File: src/rtl/png_unf_pkg.sv
package png_unf_pkg;

	// Filter type codes as held for the current row.
	typedef logic [2:0] filter_t;

	localparam filter_t FILT_NONE  = 3'd0;
	localparam filter_t FILT_SUB   = 3'd1;
	localparam filter_t FILT_UP    = 3'd2;
	localparam filter_t FILT_AVG   = 3'd3;
	localparam filter_t FILT_PAETH = 3'd4;
	localparam filter_t FILT_BAD   = 3'd7;

	// Bytes per RGBA pixel.
	localparam int PIXEL_BYTES = 4;

	// Width of the row length register.
	localparam int CFG_W = 13;

endpackage

File: src/rtl/png_unf_predict.sv
module png_unf_predict
	import png_unf_pkg::*;
(
	input  filter_t    filt,
	input  logic [7:0] filtered,
	input  logic [7:0] left,
	input  logic [7:0] above,
	input  logic [7:0] above_left,
	output logic [7:0] recon,
	output logic       bad
);

	logic signed [9:0] a_s, b_s, c_s;
	logic signed [9:0] dist_a, dist_b, dist_c;
	logic [9:0]        abs_a, abs_b, abs_c;
	logic [7:0]        paeth;
	logic [8:0]        avg_sum;
	logic [7:0]        pred;

	// Paeth distances: |p-a| = |b-c|, |p-b| = |a-c|, |p-c| = |a+b-2c|.
	always_comb begin
		a_s    = signed'({2'b00, left});
		b_s    = signed'({2'b00, above});
		c_s    = signed'({2'b00, above_left});
		dist_a = b_s - c_s;
		dist_b = a_s - c_s;
		dist_c = a_s + b_s - c_s - c_s;
		abs_a  = dist_a[9] ? 10'(-dist_a) : 10'(dist_a);
		abs_b  = dist_b[9] ? 10'(-dist_b) : 10'(dist_b);
		abs_c  = dist_c[9] ? 10'(-dist_c) : 10'(dist_c);
		if (abs_a <= abs_b && abs_a <= abs_c) begin
			paeth = left;
		end else if (abs_b <= abs_c) begin
			paeth = above;
		end else begin
			paeth = above_left;
		end
	end

	// Prediction by filter type; an unknown type predicts zero.
	always_comb begin
		avg_sum = {1'b0, left} + {1'b0, above};
		case (filt)
			FILT_NONE:  pred = 8'd0;
			FILT_SUB:   pred = left;
			FILT_UP:    pred = above;
			FILT_AVG:   pred = avg_sum[8:1];
			FILT_PAETH: pred = paeth;
			default:    pred = 8'd0;
		endcase
	end

	assign recon = filtered + pred;
	assign bad   = (filt == FILT_BAD);

endmodule

File: config.mk
export PLATFORM = sky130hd
export DESIGN_NAME = png_unf_predict
export DESIGN_NICKNAME = d
export VERILOG_FILES = /design/src/rtl/png_unf_pkg.sv /design/src/rtl/png_unf_predict.sv
export SDC_FILE = /design/constraint.sdc
export NUM_CORES = 1
export LEC_CHECK = 0
export BUFFER_PORTS_ARGS = -buffer_cell sky130_fd_sc_hd__buf_4
export CAP_MARGIN = 20
export CORE_ASPECT_RATIO = 1.75
export CORE_MARGIN = 1.5
export CORE_UTILIZATION = 60
export DETAILED_ROUTE_END_ITERATION = 16
export GPL_TIMING_DRIVEN = 0
export PLACE_DENSITY_LB_ADDON = 0.3
export SLEW_MARGIN = 20
export SYNTH_ARGS = -nofsm -noshare
export SYNTH_HDL_FRONTEND = slang
export SYNTH_SLANG_ARGS = --single-unit
File: constraint.sdc
create_clock -name vclk -period 9.7
set_clock_uncertainty 0.1 [all_clocks]
set_input_delay 0.97 -clock vclk [all_inputs]
set_output_delay 0.97 -clock vclk [all_outputs]
set_load 0.02 [all_outputs]
# Word level (Yosys, flattened, before mapping)
# Index checks and enable logic that the tools add are counted.
[word_totals]
register_bits = 0
out_inout_bits = 9
word_cells = 25
[op_classes]
addsub = 10
magnitude_cmp = 3
n_eq_ne = 5
mux = 6
reduce_logical = 1
[op_table]
columns = ["op", "n"]
rows = [
  ["one-hot mux 8 bit (4 select lines)", 1],
  ["<= comparator 10 bit", 3],
  ["2-to-1 mux 10 bit", 3],
  ["negation 9 -> 10 bit", 2],
  ["adder 8 x 8 -> 9 bit", 2],
  ["subtractor 8 x 8 -> 9 bit", 2],
  ["2-to-1 mux 8 bit", 2],
  ["negation 10 bit", 1],
  ["subtractor 10 x 9 -> 10 bit", 1],
  ["subtractor 9 x 8 -> 10 bit", 1],
  ["adder 8 bit", 1],
  ["equality test 3 x 2 -> 1 bit, second input constant", 2],
  ["equality test 3 bit, second input constant", 2],
  ["equality test 3 x 1 -> 1 bit, second input constant", 1],
  ["logical AND 1 bit", 1],
]

# Longest topological paths before layout
[logic_depth]
ltp_word = 10
mapped_depth = 32

# Worst setup path before layout
# OpenSTA, ideal clock, no wires.
[synth_path]
kind = "input port to output port"
startpoint = "input left[2]"
endpoint = "output recon[7]"
arrival_ns = 7.068
required_time_ns = 8.630
setup_slack_ns = 1.562
path_stages = 27
path_cell_list = "inv_1 -> fa_1 -> inv_1 -> ha_1 -> nor2b_1 -> o311a_1 -> o21ai_0 -> a21oi_1 -> or4_1 -> nor2_1 -> or4b_2 -> ha_1 -> nand3_1 -> nor2_1 -> a211o_1 -> o21ai_1 -> nand2b_1 -> o21ai_0 -> ha_1 -> a21o_1 -> a21oi_1 -> o21bai_1 -> a21oi_1 -> o21bai_1 -> a21oi_1 -> xor2_1 -> xnor2_1"
[synth_via]
elab_chain_len = 10
elab_cells_between_ends = 17
classes_between = "add/sub (8); order compare (3); mux (5); reduce/logical (1)"
[synth_rtl]
columns = ["item", "line", "rtl"]
rows = [
  ["start: declaration", "png_unf_predict.sv:6", "input logic [7:0] left,"],
  ["adder 8 x 8 -> 9 bit", "png_unf_predict.sv:27, png_unf_predict.sv:42", ""],
  ["subtractor 9 x 8 -> 10 bit", "png_unf_predict.sv:27", "dist_c = a_s + b_s - c_s - c_s;"],
  ["subtractor 10 x 9 -> 10 bit", "png_unf_predict.sv:27", ""],
  ["negation 10 bit", "png_unf_predict.sv:30", "abs_c = dist_c[9] ? 10'(-dist_c) : 10'(dist_c);"],
  ["2-to-1 mux 10 bit", "png_unf_predict.sv:30", ""],
  ["<= comparator 10 bit (on tied branches)", "png_unf_predict.sv:33, png_unf_predict.sv:31", ""],
  ["2-to-1 mux 8 bit or logical AND 1 bit (tied branches)", "png_unf_predict.sv:33, png_unf_predict.sv:31", ""],
  ["2-to-1 mux 8 bit", "png_unf_predict.sv:31", "if (abs_a <= abs_b && abs_a <= abs_c) begin"],
  ["one-hot mux 8 bit (4 select lines) *", "png_unf_predict.sv:43", "case (filt)"],
  ["adder 8 bit *", "png_unf_predict.sv:53", "assign recon = filtered + pred;"],
  ["end: declaration", "png_unf_predict.sv:9", "output logic [7:0] recon,"],
]
# Every way passes the cells marked *; elsewhere a longest branch is shown, timed or not.

# Worst setup path in the final report
# Same ends and word-level chain as after synthesis.

==> impl_results.md <==
* Status: complete, no violations
* Routed via count at between 3000 and 4000
* Row count at 36
* # DRC at 0
* Clock buffers at 0
* Power per Cell Area at ~140 nW/um^2
* Worst EP arrival at 7.97 ns
* Crit Path Class: in -> out
* Slowest CP cell: or4b_2
* Cell taking the most area after synthesis: ha_1
* Port bufs at 42
* Worst-Margin Slew at a little under 0.9 ns
* Critical Path Fanout Max at 10
* Top cell type's share of synthesized area at 0.246
* Worst setup SP type: primary input
* Vias per inst at 6.08
* Routed met2 length at between 5000 and 6000 um
* Critical path endpoint category: primary output
* Post-DRT Antenna Nets at 0
* RSZ-0062 raised after global routing: no
* Post-CTS Setup Bufs at 0
* Sequential area share after synthesis at 0
* Non-Filler Instances at about 600
* Layout area overhead at 11.7%
* Leak at ~0.0020 uW
* Global-route wire length before repair at 16600 um
* Net count, final at ~650
* Final hold viol count at 0
* Hold WC Path Type: in -> out
* Worst path max stage delay at 0.65 ns
* GRT overflow at 0
* Ranking of synthesized cells by area: ha_1 25%, xnor2_1 8.4%, inv_1 7.4%
* Syn Area/Cell at 7.24 um^2
* Count of different cell masters after synthesis at 61
* Post-CTS sizing at 0
* Cell mode on critical path: a21oi_1
* WL met3 at 464 um
* Post-Synthesis Cells at around 500
* Critical Path RT at around 8.6 ns
* Final setup violation count at 0
* Flip-flop and latch count at 0
* Yosys warning count at 0
* Largest net degree at the start of global routing at 11
* Crit share post-route at 0.932
* Fin crit period at 9.04 ns
* Rel. slew slack at 0.415
* Max-cap violations at 0
* Final wirelength at slightly above 10000 um
* DRT iter0 DRCs at ~120
* Most frequent cells in the layout: 70 x inv_1, 70 x ha_1, 42 x buf_4
* Synthesized cell area at 3560 um^2
* Setup TNS at 0 ns
* Register Area at 0 um^2
* Post-DP HPWL at around 8900 um
* Fmax achieved at between 0.1 and 0.15 GHz
* 1st-pass router iterations at 4
* Ports at 44
* M1 WL at about 3700 um
* Die Y at 105 um
* Core area at 5630 um^2
* Share of layout cells above drive strength 1 at 0.105
* Initial core utilization at 0.632
* Gr usage total at 0.334
* Inst Count DP at slightly above 600
* Peak VDD IR at 0.0809 mV
* Die area at about 6400 um^2
* Inserted Diodes at 0
* Fin. max-slew vios at 0
* Die Width at 61.2 um
* Routed WL per cell at approximately 17 um
* Final Wtd Congestion at 1.04
* Vias in the first global route at 3736
* DR top layer: met4
* Hold_buf cts at 0
* Initial antenna violation count at 0
[cells in the mapped netlist (3+ instances only)]
| cell type | instances |
|---|---|
| nand3_1 | 13 |
| a211o_1 | 4 |
| nand2_1 | 21 |
| or3_1 | 5 |
| xor2_1 | 13 |
| nand4_1 | 7 |
| and2_1 | 5 |
| a31oi_1 | 7 |
| nor3_1 | 3 |
| and3_1 | 3 |
| xnor2_1 | 34 |
| a211oi_1 | 3 |
| clkbuf_1 | 6 |
| nor2_1 | 35 |
| inv_1 | 70 |
| a22oi_1 | 8 |
| mux2i_1 | 3 |
| o21a_1 | 8 |
| or2_2 | 4 |
| a21oi_1 | 40 |
| ha_1 | 70 |
| o21bai_1 | 9 |
| o21ai_0 | 35 |
| nor2b_1 | 7 |
| a21o_1 | 16 |
| or4_1 | 3 |
| fa_1 | 12 |
| nand2b_1 | 4 |
[metrics by stage]
stage               instance area, um^2  hold WS, ns  setup slack (ns)  power [uW]   util
floorplan                          3560         2.05              1.56         410      -
global placement                   3980         2.16             0.871         523  0.706
detailed placement                 3980         2.16             0.732         551  0.706
CTS                                3980         2.16             0.715         554  0.706
global route                       3980         2.18             0.176         619  0.706
finish                             3980         2.16             0.657         562  0.706
[routing by layer]
metal	global-route usage	vias to the layer above
met5	0	-
met4	0.185	0
met3	0.0384	48
met2	0.604	124
met1	0.346	1705
li1	-	1836
[critical path: cells and delay by family]
family	cells	cell delay, ns
buf+inv	4	0.41
compound gates	12	2.67
xor+xnor	2	0.32
fa+ha+maj	4	1.50
simple gates	7	2.11
[power by group]
group | internal (uW) | total [uW] | switching [uW] | leakage [uW]
Clock | 0 | 0 | 0 | 0
Combinational | 244 | 562 | 318 | 0.00202
Sequential | 0 | 0 | 0 | 0
Total | 244 | 562 | 318 | 0.00202
[final cells by class]
type / count / area, um^2
multi-input cells: 416 / 3280
fillers: 491 / 1660
repair buffers: 42 / 315
inverters: 70 / 263
well taps: 76 / 95.1
plain buffers: 7 / 26.3
[kinds of logic after synthesis]
| group | share of synthesized area |
|---|---|
| AO/OA/AOI/OAI | 0.280 |
| XOR/XNOR | 0.128 |
| adder cells (fa/ha/maj) | 0.314 |
| buffers and inverters | 0.0813 |
| multiplexers | 0.0116 |
| other | 0.00211 |
| AND/OR/NAND/NOR | 0.183 |
[path summary, 6_finish.rpt]
check                  end  depth (start not counted)         from
setup / recovery  recon[7]                         29      left[2]
hold / removal    recon[0]                          3  filtered[0]
No activity file was read; power rests on OpenSTA's default activity.
